## src/sst_pkg.sv

```systemverilog
// shared types, codes and lookup tables for the scan code translator
package sst_pkg;

  typedef struct packed {
    logic       operation;
    logic [7:0] scan_byte;
    logic [2:0] lock_bits;
  } in_t;

  typedef struct packed {
    logic [1:0] event_kind;
    logic [7:0] usage_code;
    logic [3:0] media_key;
    logic       pressed;
    logic       led_update;
    logic [2:0] led_bits;
  } out_t;

  // byte class as seen by the back end, independent of prefix and lock state
  typedef struct packed {
    logic       set_locks;
    logic [2:0] lock_bits;
    logic       is_zero;
    logic       is_e0;
    logic       is_e1;
    logic       is_1d;
    logic       is_45;
    logic       make;
    logic [2:0] lock_tog;   // bit0 scroll, bit1 num, bit2 caps
    logic [7:0] plain_usage;
    logic [7:0] ext_usage;
    logic [3:0] media;
  } cls_t;

  localparam logic       OP_SCAN = 1'b0;
  localparam logic       OP_SET  = 1'b1;

  localparam logic [1:0] EV_NONE  = 2'd0;
  localparam logic [1:0] EV_USAGE = 2'd1;
  localparam logic [1:0] EV_MEDIA = 2'd2;

  localparam logic [7:0] BYTE_E0     = 8'hE0;
  localparam logic [7:0] BYTE_E1     = 8'hE1;
  localparam logic [7:0] BYTE_1D     = 8'h1D;
  localparam logic [7:0] BYTE_45     = 8'h45;
  localparam logic [7:0] BYTE_CAPS   = 8'h3A;
  localparam logic [7:0] BYTE_SCROLL = 8'h46;
  localparam logic [7:0] USAGE_PAUSE = 8'h48;

  localparam logic [2:0] LOCKS_RESET = 3'b010;

  localparam logic [7:0] PLAIN_USAGE [128] = '{
    8'h00, 8'h29, 8'h1E, 8'h1F, 8'h20, 8'h21, 8'h22, 8'h23,
    8'h24, 8'h25, 8'h26, 8'h27, 8'h2D, 8'h2E, 8'h2A, 8'h2B,
    8'h14, 8'h1A, 8'h08, 8'h15, 8'h17, 8'h1C, 8'h18, 8'h0C,
    8'h12, 8'h13, 8'h2F, 8'h30, 8'h28, 8'hE0, 8'h04, 8'h16,
    8'h07, 8'h09, 8'h0A, 8'h0B, 8'h0D, 8'h0E, 8'h0F, 8'h33,
    8'h34, 8'h35, 8'hE1, 8'h31, 8'h1D, 8'h1B, 8'h06, 8'h19,
    8'h05, 8'h11, 8'h10, 8'h36, 8'h37, 8'h38, 8'hE5, 8'h55,
    8'hE2, 8'h2C, 8'h39, 8'h3A, 8'h3B, 8'h3C, 8'h3D, 8'h3E,
    8'h3F, 8'h40, 8'h41, 8'h42, 8'h43, 8'h53, 8'h47, 8'h5F,
    8'h60, 8'h61, 8'h56, 8'h5C, 8'h5D, 8'h5E, 8'h57, 8'h59,
    8'h5A, 8'h5B, 8'h62, 8'h63, 8'h00, 8'h00, 8'h64, 8'h44,
    8'h45, 8'h00, 8'h00, 8'h00, 8'h00, 8'h00, 8'h00, 8'h00,
    8'h00, 8'h00, 8'h00, 8'h00, 8'h00, 8'h00, 8'h00, 8'h00,
    8'h00, 8'h00, 8'h00, 8'h00, 8'h00, 8'h00, 8'h00, 8'h00,
    8'h00, 8'h00, 8'h00, 8'h00, 8'h00, 8'h00, 8'h00, 8'h00,
    8'h00, 8'h00, 8'h00, 8'h00, 8'h00, 8'h00, 8'h00, 8'h00
  };

  function automatic logic [7:0] ext_usage(input logic [6:0] code);
    logic [7:0] u;
    unique case (code)
      7'h1D:   u = 8'hE4;
      7'h38:   u = 8'hE6;
      7'h47:   u = 8'h4A;
      7'h48:   u = 8'h52;
      7'h49:   u = 8'h4B;
      7'h4B:   u = 8'h50;
      7'h4D:   u = 8'h4F;
      7'h4F:   u = 8'h4D;
      7'h50:   u = 8'h51;
      7'h51:   u = 8'h4E;
      7'h52:   u = 8'h49;
      7'h53:   u = 8'h4C;
      7'h1C:   u = 8'h58;
      7'h35:   u = 8'h54;
      7'h37:   u = 8'h46;
      default: u = 8'h00;
    endcase
    return u;
  endfunction

  function automatic logic [3:0] ext_media(input logic [6:0] code);
    logic [3:0] m;
    unique case (code)
      7'h10:   m = 4'd1;
      7'h19:   m = 4'd2;
      7'h22:   m = 4'd3;
      7'h24:   m = 4'd4;
      7'h20:   m = 4'd5;
      7'h30:   m = 4'd6;
      7'h2E:   m = 4'd7;
      7'h5F:   m = 4'd8;
      7'h64:   m = 4'd9;
      default: m = 4'd0;
    endcase
    return m;
  endfunction

endpackage

```

## src/scan_set1_to_hid_usage.sv

```systemverilog
// top level of the set 1 scan code to HID usage translator
// Translates keyboard scan code set 1 bytes into HID keyboard usages, media
// key events and lock LED updates, one result item per input item. A byte
// enters the front end, which classifies it and performs all table lookups
// without looking at any state; the classified item then waits in a two-entry
// queue until the back end applies it to the prefix state (none, E0, E1,
// E1 then 1D) and the lock flags and loads the result register. An item can
// be accepted every cycle while the queue has room: the sustained rate is one
// item per clock unless out_ready holds the result register. An accepted
// item is stored in the queue, then in the result register, before it is
// a valid result. in_ready stays high while the queue has room, so the front
// keeps taking items while a finished result still waits to be taken. After
// reset num lock is on, caps and scroll lock are off and no prefix is pending.
module scan_set1_to_hid_usage (
  input  logic          clk,
  input  logic          rst_n,
  input  logic          in_valid,
  output logic          in_ready,
  input  sst_pkg::in_t  in_data,
  output logic          out_valid,
  input  logic          out_ready,
  output sst_pkg::out_t out_data
);

  sst_pkg::cls_t cls;       // classified input item
  sst_pkg::cls_t q_data;    // head of the queue
  logic          q_full;
  logic          q_valid;
  logic          q_pop;
  logic          push;

  // accept whenever the queue has a free slot
  assign in_ready = ~q_full;
  assign push     = in_valid && in_ready;

  // front end: stateless decode and lookups
  sst_front u_front (
    .item (in_data),
    .cls  (cls)
  );

  // decoupling queue
  sst_fifo u_fifo (
    .clk       (clk),
    .rst_n     (rst_n),
    .push      (push),
    .push_data (cls),
    .full      (q_full),
    .pop       (q_pop),
    .not_empty (q_valid),
    .pop_data  (q_data)
  );

  // back end: prefix and lock state plus the result register
  sst_back u_back (
    .clk       (clk),
    .rst_n     (rst_n),
    .q_valid   (q_valid),
    .q_data    (q_data),
    .q_pop     (q_pop),
    .out_valid (out_valid),
    .out_ready (out_ready),
    .out_data  (out_data)
  );

endmodule

```

## src/sst_front.sv

```systemverilog
// front end: classifies an incoming item and does all table lookups
module sst_front (
  input  sst_pkg::in_t  item,
  output sst_pkg::cls_t cls
);

  logic [6:0] low;
  logic       make;

  assign low  = item.scan_byte[6:0];
  assign make = ~item.scan_byte[7];

  always_comb begin
    cls.set_locks   = (item.operation == sst_pkg::OP_SET);
    cls.lock_bits   = item.lock_bits;
    cls.is_zero     = (item.scan_byte == 8'h00);
    cls.is_e0       = (item.scan_byte == sst_pkg::BYTE_E0);
    cls.is_e1       = (item.scan_byte == sst_pkg::BYTE_E1);
    cls.is_1d       = (item.scan_byte == sst_pkg::BYTE_1D);
    cls.is_45       = (item.scan_byte == sst_pkg::BYTE_45);
    cls.make        = make;
    cls.lock_tog[0] = (item.scan_byte == sst_pkg::BYTE_SCROLL);
    cls.lock_tog[1] = (item.scan_byte == sst_pkg::BYTE_45);
    cls.lock_tog[2] = (item.scan_byte == sst_pkg::BYTE_CAPS);
    cls.plain_usage = sst_pkg::PLAIN_USAGE[low];
    cls.ext_usage   = sst_pkg::ext_usage(low);
    cls.media       = sst_pkg::ext_media(low);
  end

endmodule

```

## src/sst_fifo.sv

```systemverilog
// two-entry queue of classified items between front and back end
module sst_fifo (
  input  logic          clk,
  input  logic          rst_n,
  input  logic          push,
  input  sst_pkg::cls_t push_data,
  output logic          full,
  input  logic          pop,
  output logic          not_empty,
  output sst_pkg::cls_t pop_data
);

  sst_pkg::cls_t mem_r [2];
  logic       wr_ptr_r, wr_ptr_nxt;
  logic       rd_ptr_r, rd_ptr_nxt;
  logic [1:0] count_r, count_nxt;

  assign full      = count_r[1];
  assign not_empty = (count_r != 2'd0);
  assign pop_data  = mem_r[rd_ptr_r];

  always_comb begin
    wr_ptr_nxt = wr_ptr_r ^ push;
    rd_ptr_nxt = rd_ptr_r ^ pop;
    count_nxt  = count_r + {1'b0, push} - {1'b0, pop};
  end

  always_ff @(posedge clk) begin
    if (!rst_n) begin
      wr_ptr_r <= 1'b0;
      rd_ptr_r <= 1'b0;
      count_r  <= 2'd0;
    end else begin
      wr_ptr_r <= wr_ptr_nxt;
      rd_ptr_r <= rd_ptr_nxt;
      count_r  <= count_nxt;
    end
  end

  always_ff @(posedge clk) begin
    if (push) begin
      mem_r[wr_ptr_r] <= push_data;
    end
  end

endmodule

```

## src/sst_back.sv

```systemverilog
// back end: prefix and lock state, result forming and output register
module sst_back (
  input  logic          clk,
  input  logic          rst_n,
  input  logic          q_valid,
  input  sst_pkg::cls_t q_data,
  output logic          q_pop,
  output logic          out_valid,
  input  logic          out_ready,
  output sst_pkg::out_t out_data
);

  localparam logic [1:0] PFX_NONE  = 2'd0;
  localparam logic [1:0] PFX_E0    = 2'd1;
  localparam logic [1:0] PFX_E1    = 2'd2;
  localparam logic [1:0] PFX_E1_1D = 2'd3;

  logic [1:0]    prefix_r, prefix_nxt;
  logic [2:0]    locks_r, locks_nxt;
  logic          out_valid_r, out_valid_nxt;
  sst_pkg::out_t out_data_r, out_data_nxt;

  assign q_pop     = q_valid && (!out_valid_r || out_ready);
  assign out_valid = out_valid_r;
  assign out_data  = out_data_r;

  always_comb begin
    prefix_nxt   = prefix_r;
    locks_nxt    = locks_r;
    out_data_nxt = '0;
    if (q_data.set_locks) begin
      locks_nxt               = q_data.lock_bits;
      out_data_nxt.led_update = 1'b1;
    end else if (q_data.is_zero) begin
      prefix_nxt = PFX_NONE;
    end else if (q_data.is_e0) begin
      prefix_nxt = PFX_E0;
    end else if (q_data.is_e1) begin
      prefix_nxt = PFX_E1;
    end else begin
      prefix_nxt = PFX_NONE;
      unique case (prefix_r)
        PFX_E0: begin
          if (q_data.ext_usage != 8'h00) begin
            out_data_nxt.event_kind = sst_pkg::EV_USAGE;
            out_data_nxt.usage_code = q_data.ext_usage;
            out_data_nxt.pressed    = q_data.make;
          end else if (q_data.media != 4'd0) begin
            out_data_nxt.event_kind = sst_pkg::EV_MEDIA;
            out_data_nxt.media_key  = q_data.media;
            out_data_nxt.pressed    = q_data.make;
          end
        end
        PFX_E1: begin
          if (q_data.is_1d) begin
            prefix_nxt = PFX_E1_1D;
          end
        end
        PFX_E1_1D: begin
          if (q_data.is_45) begin
            out_data_nxt.event_kind = sst_pkg::EV_USAGE;
            out_data_nxt.usage_code = sst_pkg::USAGE_PAUSE;
            out_data_nxt.pressed    = 1'b1;
          end
        end
        default: begin
          if (q_data.lock_tog != 3'b000) begin
            locks_nxt               = locks_r ^ q_data.lock_tog;
            out_data_nxt.led_update = 1'b1;
          end else if (q_data.plain_usage != 8'h00) begin
            out_data_nxt.event_kind = sst_pkg::EV_USAGE;
            out_data_nxt.usage_code = q_data.plain_usage;
            out_data_nxt.pressed    = q_data.make;
          end
        end
      endcase
    end
    out_data_nxt.led_bits = locks_nxt;
    out_valid_nxt = q_pop || (out_valid_r && !out_ready);
  end

  always_ff @(posedge clk) begin
    if (!rst_n) begin
      prefix_r    <= PFX_NONE;
      locks_r     <= sst_pkg::LOCKS_RESET;
      out_valid_r <= 1'b0;
    end else begin
      out_valid_r <= out_valid_nxt;
      if (q_pop) begin
        prefix_r <= prefix_nxt;
        locks_r  <= locks_nxt;
      end
    end
  end

  always_ff @(posedge clk) begin
    if (q_pop) begin
      out_data_r <= out_data_nxt;
    end
  end

endmodule
```

## config.mk

```make
export PLATFORM = sky130hd
export DESIGN_NAME = scan_set1_to_hid_usage
export DESIGN_NICKNAME = d
export VERILOG_FILES = /design/src/sst_pkg.sv /design/src/scan_set1_to_hid_usage.sv /design/src/sst_front.sv /design/src/sst_fifo.sv /design/src/sst_back.sv
export SDC_FILE = /design/constraint.sdc
export NUM_CORES = 1
export LEC_CHECK = 0
export BUFFER_PORTS_ARGS = -buffer_cell sky130_fd_sc_hd__clkbuf_2
export CAP_MARGIN = 20
export CORE_UTILIZATION = 40
export CTS_CLUSTER_DIAMETER = 80
export CTS_CLUSTER_SIZE = 30
export DETAILED_ROUTE_END_ITERATION = 16
export MAX_ROUTING_LAYER = met4
export REMOVE_ABC_BUFFERS = 1
export SLEW_MARGIN = 0
export SYNTH_ARGS = -nofsm -noshare
export SYNTH_HDL_FRONTEND = slang
export SYNTH_SLANG_ARGS = --single-unit
```

## constraint.sdc

```tcl
create_clock -name clk -period 3.1 [get_ports clk]
set_input_delay 0.155 -clock clk [delete_from_list [all_inputs] [get_ports clk]]
set_output_delay 0.155 -clock clk [all_outputs]
set_load 0.05 [all_outputs]
```

Word-level counts from Yosys, hierarchy flattened:

Memory sizes are Yosys's and may differ from the RTL's. A register that Yosys moved wholly into a read port is not among the register bits.
Index checks and enable logic that the tools add are counted.

* flip-flop bits (word level): 29
* logic and storage cells: 112
* ROM bits: 1024
* bits in latches: 0
* memories: 2
* RAM bits: 66
* output and inout port bits: 21
* bits of input ports: 16

Memories
* (no name shown): depth 128, bits a word 8, read ports 1, clocked after Yosys merged registers in 0, wr ports 0, RTL line sst_front.sv:25 `cls.plain_usage = sst_pkg::PLAIN_USAGE[low];`
* u_fifo.mem_r: depth 2, bits a word 33, read ports 1, clocked after Yosys merged registers in 1, wr ports 1, RTL line sst_fifo.sv:13 `sst_pkg::cls_t mem_r [2];`

* equal/unequal tests: 33
* $mul: 0
* add/sub/neg operators: 2
* divide/modulo/power cells: 0
* muxes and demuxes: 36
* bitwise operators: 9
* shift-type cells: 0
* magnitude comparators: 1
* reduce and logical (&&, ||, !) cells: 17

Operator list (number)
* $pmux 8 s15: 1
* $eq 7x7->1 const B: 12
* $eq 7x6->1 const B: 8
* $pmux 4 s9: 1
* $pmux 10 s3: 1
* $eq 7x5->1 const B: 4
* $mux 9: 3
* $mux 8: 3
* $mux 3: 6
* $eq 8x7->1 const B: 2
* $eq 8x8->1 const B: 2
* $reduce_bool 8->1: 2
* $mux 2: 7
* $mux 1: 12
* $eq 8x5->1 const B: 1
* $eq 8x6->1 const B: 1
* $ge 8x8->1 const B: 1
* $logic_not 8->1: 1
* $not 7->8: 1
* $reduce_or 7->1: 1
* $mux 5: 1
* $not 1->1: 5
* $eq 2x2->1 const B: 2
* $reduce_bool 4->1: 1
* 14 further kinds: 19

Logic depth before layout (Yosys ltp):

Gate-level depths: netlist of run 1.

* depth in word-level cells: 7
* depth in mapped cells: 9
* gate-level depth less buffers: 8

Hierarchy:

A second synthesis of run 1 with hierarchy kept.

* cell total of the unflattened synthesis: 508
* area, all modules: 5814.3 µm²

Modules (own cells, without submodules)
* sst_fifo: area each 2767.7 µm², times used 1, cells an instance 123, seq. area each 2082.0 µm²
* sst_front: area each 1755.4 µm², times used 1, cells an instance 269, seq. area each 0.0 µm²
* sst_back: area each 1281.2 µm², times used 1, cells an instance 114, seq. area each 690.7 µm²
* scan_set1_to_hid_usage: area each 10.0 µm², times used 1, cells an instance 2, seq. area each 0.0 µm²

Worst setup path before layout of run 1:

Ideal clock, no wire load.

* kind: reg2reg
* from: reg u_back.out_valid_r (netlist: u_back.out_valid)
* to: reg u_fifo.count_r[1]
* slack: 547 ps
* path buffers: 1
* library setup time: 115 ps
* required time: 2985 ps
* clock period less this slack: 2553 ps
* arrival: 2438 ps
* stages on the path, launching flop included: 10
* cell sequence: dfxtp_1 nand2b_1 and2_1 clkbuf_1 ha_1 inv_1 ha_1 xnor2_1 xnor2_1 and2_1

* longest elaborated chain between the ends: 4

Ends and longest elaborated chain
* start, declared: RTL line sst_back.sv:20 `logic out_valid_r, out_valid_nxt;`
* start signal, assigned: RTL line sst_back.sv:88 `out_valid_r <= out_valid_nxt;`
* $logic_not 1->1: RTL line sst_back.sv:23 `assign q_pop = q_valid && (!out_valid_r || out_ready);`
* $logic_or 1x1->1: RTL line sst_back.sv:23
* $logic_and 1x1->1: RTL line sst_back.sv:23
* net q_pop: RTL line scan_set1_to_hid_usage.sv:29 `logic q_pop;`
* $sub 2x1->2: RTL line sst_fifo.sv:25 `count_nxt = count_r + {1'b0, push} - {1'b0, pop};`
* end signal, assigned: RTL line sst_fifo.sv:36 `count_r <= count_nxt;`
* end, declared: RTL line sst_fifo.sv:16 `logic [1:0] count_r, count_nxt;`

The timed path passes the listed nets, and every way through them passes these cells.
A chain may end at the register's enable or synchronous reset.

==> results of run 1 <==
## power by group through the flow
stage / registers [mW] / logic [mW] / clock network [mW]
floorplan: 2.21 / 0.721 / 0
global placement: 1.84 / 1.48 / 0
detailed placement: 1.84 / 1.49 / 0
CTS: 1.82 / 1.50 / 1.15
global route: 1.85 / 1.61 / 1.19
finish: 1.82 / 1.50 / 1.13
## layout make-up
| class | count | area share (%) |
|---|---|---|
| clock buffers | 11 | 3.79 |
| clock inverters | 4 | 1.22 |
| inverters | 19 | 1.16 |
| multi-input cells | 373 | 42.6 |
| flip-flops and latches | 92 | 43.2 |
| well taps | 176 | 3.58 |
| repair buffers | 48 | 4.48 |
## layer usage
layer / part of all wire, % / wire, um
met1: 47 / 6290
met3: 5.8 / 780
met5: 0 / 0
met2: 45 / 6020
met4: 2.0 / 272
## cells in the final DEF (no fill, tap or decap), drive strengths merged, types with 7 or more instances in the layout
cell type and n:
dfxtp 11, a211oi 9, buf 10, nor3 13, inv 18, o21ai 22
nor4 7, mux2 23, nand2b 18, nor2 30, nand3 14, and2 7
edfxtp 81, nor2b 15, mux2i 20, clkbuf 47, a21oi 26, ha 15
o211ai 8, nand2 42
## state kept, by name (all words and copies together), names as in the netlist, named ones only
name,count
u_back.out_data,19
u_fifo.count_r,2
u_back.out_valid,1
u_back.prefix_r,2
u_back.locks_r,3
u_fifo.mem_r,62
u_fifo.wr_ptr_r,1
u_fifo.rd_ptr_r,1
## how the worst max path moves through the flow
stage                                         to  slack, ns
3_3_place_gp       u_fifo.mem_r[0][12]$_DFFE_PP_       0.63
5_1_grt        u_back.out_data[17]$_SDFFCE_PP0P_       0.49
3_5_place_dp       u_fifo.mem_r[1][12]$_DFFE_PP_       0.56
6_report        u_back.out_data[4]$_SDFFCE_PP0P_       0.66
4_1_cts         u_back.out_data[4]$_SDFFCE_PP0P_       0.66
2_1_floorplan     u_back.locks_r[0]$_SDFFE_PN0P_       0.21
## kinds of logic (layout without fill, tap and decap cells)
family / Yosys count / after routing / synth area share (%)
flops: 92 / 92 / 48.3
buf+inv: 58 / 82 / 4.12
compound gates: 133 / 133 / 17.1
fa+ha+maj: 15 / 15 / 3.42
simple gates: 175 / 175 / 16.8
mux: 46 / 46 / 9.59
xor+xnor: 4 / 4 / 0.638
## per-stage QoR
stage	setup WS, ns	hold WS [ns]	util [%]
3_3_place_gp	0.631	0.345	43.7
5_1_grt	0.486	0.00973	46.2
4_1_cts	0.663	0.00125	46.2
6_report	0.659	0.0137	46.2
3_5_place_dp	0.563	0.348	43.7
2_1_floorplan	0.214	0.254	-
==> results.sh, run 1 <==
export IMPL_yosys_warnings=0
export IMPL_hpwl_um=9160
export IMPL_rr_endpoint="u_back.out_data[4]$_SDFFCE_PP0P_"
export IMPL_endpoint_kind="flip-flop"
export IMPL_use_met1_pct=27.7
export IMPL_start_kind="flip-flop"
export IMPL_reg2reg_depth=4
export IMPL_die_w_um=119
export IMPL_synth_top_flop_cell="edfxtp_1"
export IMPL_slew_viol_final=0
export IMPL_hold_viol=0
export IMPL_cts_root_buf="clkbuf_16"
export IMPL_clkSinkCount=92
export IMPL_power_density_nw_per_um2=723
export IMPL_drive_gt1_share_pct=17.9
export IMPL_wl_per_cell_um=18.5
export IMPL_gp_congestion=0.921
export IMPL_die_area_um2=14200
export IMPL_intPower_mw=2.86
export IMPL_ant_nets=0
export IMPL_path_clk_slew_ns=0.06
export IMPL_syn_area_um2=5490
export IMPL_multi_input_area_um2=2620
export IMPL_p_leak_nw=2.12
export IMPL_postCtsSetupRepairBufs=0
export IMPL_slowest_stage="or4b_2"
export IMPL_synth_most_common_cell="edfxtp_1"
export IMPL_place_area_um2=5820
export IMPL_synth_top_area_share_pct=44.3
export IMPL_tns_ns=0
export IMPL_io_buffers=36
export IMPL_synth_top_cells_by_count="81 x edfxtp_1, 42 x nand2_1, 30 x nor2_1"
export IMPL_drc_errors=0
export IMPL_path_delay_family="compound AO/OA/AOI/OAI gates"
export IMPL_dp_cells=706
export IMPL_synth_area_top_cells="edfxtp_1 44%, mux2_2 4.7%, dfxtp_1 4.0%"
export IMPL_cts_htree_levels=3
export IMPL_drtIter0Drc=428
export IMPL_postSynthAreaPerCell_um2=10.5
export IMPL_synth_edf_count=81
export IMPL_core_area_um2=13300
export IMPL_cp_cell_sequence="or4b_2, a211oi_2, o21ai_0, a31oi_1"
export IMPL_reg2reg_slack_ns=0.66
export IMPL_die_y_um=119
export IMPL_worstHoldPathCells=1
export IMPL_rows=42
export IMPL_min_period_over_period_pct=78.8
export IMPL_path_buf_inv=0
export IMPL_synth_seq_cells=92
export IMPL_crit_type="flip-flop to flip-flop"
export IMPL_cts_tree="done"
export IMPL_final_fill_count=1249
export IMPL_seq_power_share_pct=40.9
export IMPL_hold_class="input port to flip-flop"
export IMPL_grt_pass1_vias=3920
export IMPL_insertion_delay_ns=0.33
export IMPL_met3_usage_pct=2.78
export IMPL_firstDrtPassIters=6
export IMPL_start_util_pct=41.3
export IMPL_path_depth=4
export IMPL_run_status="complete, no violations"
export IMPL_critPathMaxStageDelay_ns=0.67
export IMPL_design_area_um2=6140
export IMPL_grt_busiest_layer="met2"
export IMPL_clockBufferDepth=2
export IMPL_max_freq_ghz=0.410
export IMPL_grt_max_degree=52
export IMPL_setup_viol=0
export IMPL_max_cap_violations=0
export IMPL_crit_required_ns=3.27
export IMPL_clock_skew_ns=0.0110
export IMPL_nets=574
export IMPL_power_mw=4.44
export IMPL_via_count=4216
export IMPL_netSwitchingFraction_pct=35.6
export IMPL_avgViaCountPerCell=5.83
export IMPL_hold_path_startpoint="in_data[11]"
export IMPL_synth_seq_area_share_pct=48.3
export IMPL_grt_use_total_pct=19.7
export IMPL_rsz0062_at_grt="false"
export IMPL_tightestPinTransition_ns=0.919
export IMPL_cts_made_buffers=9
export IMPL_hold_end="u_fifo.mem_r[1][32]$_DFFE_PP_"
export IMPL_slew_limit_headroom_pct=38.7
export IMPL_cts_hold_buffers_added=2
export IMPL_synth_distinct_cells=71
export IMPL_synth_area_leader_cell="edfxtp_1"
export IMPL_post_route_min_period_ns=2.44
export IMPL_grt_util_met2_pct=28.9
export IMPL_antenna_found_initial=0
export IMPL_drt_total_wl_um=13400
export IMPL_cts_resized=0
export IMPL_syn2layout_area_growth_pct=11.8
export IMPL_grt_pass1_wl_um=21400
export IMPL_arrival_ns=2.62
export IMPL_overflow=0
export IMPL_max_vdd_ir_drop_mv=0.409
export IMPL_p_clk_share_pct=25.4
export IMPL_pwr_share_comb_pct=33.7
export IMPL_diodes=0
export IMPL_io_pins=37
export IMPL_seq_area_um2=2650
export IMPL_p_sw_mw=1.58
export IMPL_cp_max_fo=16
export IMPL_synthArstFlopShare_pct=0
export IMPL_final_cells=723
export IMPL_synthCells=523
Power figures use the tool's default switching activity.
==> inputs of run 2 (changes only) <==
==> constraint.sdc (replaced) <==
create_clock -name clk -period 2.3 [get_ports clk]
set_input_delay 0.115 -clock clk [delete_from_list [all_inputs] [get_ports clk]]
set_output_delay 0.115 -clock clk [all_outputs]
set_load 0.05 [all_outputs]
==> run 2 against run 1 <==
Against the previous run:
- first-iteration DRC count down 9.8%
- design area up 2.9%
- routed wire length down 0.49%
- combinational power up 41%
- critical path type unchanged
- largest power group unchanged
- highest routed layer unchanged
==> results.sh, run 2 (same netlist as run 1, synthesis figures left out) <==
export IMPL_hold_class="input port to flip-flop"
export IMPL_io_pins=37
export IMPL_run_status="complete, no violations"
export IMPL_drt_total_wl_um=13300
export IMPL_drtIter0Drc=386
export IMPL_core_area_um2=13300
export IMPL_arrival_ns=2.34
export IMPL_io_buffers=36
export IMPL_clock_skew_ns=0.00717
export IMPL_ant_nets=0
export IMPL_place_area_um2=6000
export IMPL_setup_viol=0
export IMPL_power_mw=5.94
export IMPL_cts_resized=0
export IMPL_antenna_found_initial=0
export IMPL_max_freq_ghz=0.477
export IMPL_clockBufferDepth=2
export IMPL_design_area_um2=6320
export IMPL_max_vdd_ir_drop_mv=0.371
export IMPL_grt_max_degree=32
export IMPL_endpoint_kind="flip-flop"
export IMPL_syn2layout_area_growth_pct=15.0
export IMPL_postCtsSetupRepairBufs=0
export IMPL_crit_required_ns=2.55
export IMPL_die_w_um=119
export IMPL_grt_pass1_wl_um=21600
export IMPL_hold_path_startpoint="in_data[10]"
export IMPL_die_area_um2=14200
export IMPL_largest_register="u_fifo.mem_r"
export IMPL_cts_htree_levels=3
export IMPL_avgViaCountPerCell=5.79
export IMPL_firstDrtPassIters=5
export IMPL_final_cells=750
export IMPL_seq_area_um2=2650
export IMPL_dp_cells=730
export IMPL_slew_viol_final=0
export IMPL_largest_reg_flops=62
export IMPL_crit_type="flip-flop to flip-flop"
export IMPL_cts_made_buffers=9
export IMPL_post_place_ws_ns=0.180
export IMPL_cts_tree="done"
export IMPL_tightestPinTransition_ns=0.574
export IMPL_hold_viol=0
export IMPL_via_count=4339
export IMPL_drc_errors=0
export IMPL_whs_ns=0.119
export IMPL_slew_limit_headroom_pct=61.8
export IMPL_power_density_nw_per_um2=940
export IMPL_multi_input_area_um2=2620
export IMPL_cts_hold_buffers_added=4
export IMPL_min_period_over_period_pct=91.2
export IMPL_grt_use_total_pct=20.0
export IMPL_drive_gt1_share_pct=21.1
export IMPL_post_route_min_period_ns=2.10
export IMPL_start_kind="flip-flop"
export IMPL_nets=600
export IMPL_cts_root_buf="clkbuf_16"
export IMPL_max_cap_violations=0
export IMPL_grt_pass1_vias=4143
export IMPL_final_fill_count=1237
export IMPL_insertion_delay_ns=0.34
export IMPL_setup_slack_ns=0.204
export IMPL_die_y_um=119
export IMPL_hpwl_um=9570
export IMPL_final_cell_mix="81 x edfxtp_1, 42 x nand2_1, 36 x clkbuf_2"
export IMPL_rsz0062_at_grt="false"
export IMPL_final_common_cell="edfxtp_1"
export IMPL_cp_max_fo=8
export IMPL_diodes=0
export IMPL_path_clk_slew_ns=0.06
export IMPL_gp_congestion=0.909
export IMPL_p_leak_nw=2.24
export IMPL_rows=42
export IMPL_clkSinkCount=92
export IMPL_wl_per_cell_um=17.7
export IMPL_overflow=0
export IMPL_start_util_pct=41.3
## run 2: changes by cell type in the layout (fill, tap and decap cells not counted)
cell | before | now
clkinv_2 | 0 | 1
dlygate4sd3_1 | 2 | 4
clkinv_4 | 0 | 1
clkbuf_1 | 2 | 1
clkinv_1 | 1 | 4
bufinv_16 | 2 | 1
clkinvlp_4 | 2 | 0
buf_4 | 10 | 34
## run 2: worst max-delay path: stages (launching register included)
cell	delay, ns
dfxtp_2	0.40
or3b_1	0.46
a2111o_1	0.49
or4_1	0.55
o311ai_1	0.09
## run 2: metrics by stage
step / util [%] / TNS, ns
6_report: 47.5 / 0
5_1_grt: 47.5 / 0
4_1_cts: 47.5 / 0
3_5_place_dp: 45.1 / 0
3_3_place_gp: 45.1 / 0
2_1_floorplan: - / -9.13
## run 2: final cells by class
| type | instances | area share (%) |
|---|---|---|
| Clock inverter | 6 | 0.871 |
| Timing Repair Buffer | 74 | 7.52 |
| Inverter | 19 | 1.13 |
| Multi-Input combinational cell | 373 | 41.4 |
| Clock buffer | 10 | 3.62 |
| Sequential cell | 92 | 42.0 |
| Tap cell | 176 | 3.48 |
## run 2: path summary, 6_finish.rpt
| path | endpoint | slack [ns] | depth (start not counted) |
|---|---|---|---|
| worst max-delay path | u_back.locks_r[0]$_SDFFE_PN0P_ | 0.20 | 4 |
| worst max register to register | u_back.locks_r[0]$_SDFFE_PN0P_ | 0.20 | 4 |
| worst min register to register | u_back.out_valid$_SDFF_PN0_ | 0.53 | 2 |
| worst min-delay path | u_fifo.mem_r[1][23]$_DFFE_PP_ | 0.12 | 2 |
## run 2: report_power, final
part	internal, mW	leakage (nW)	switching [mW]	total (mW)
Combinational	0.702	1.25	1.41	2.11
Sequential	2.26	0.856	0.159	2.42
Clock	0.830	0.139	0.579	1.41
## run 2: routing by layer
layer	global-route usage [%]	vias up	share of wire (%)
met5	-	-	0
met4	9.34	0	2.9
met3	2.83	30	5.9
met2	29.8	176	45
met1	26.9	2042	47
li1	-	2091	-
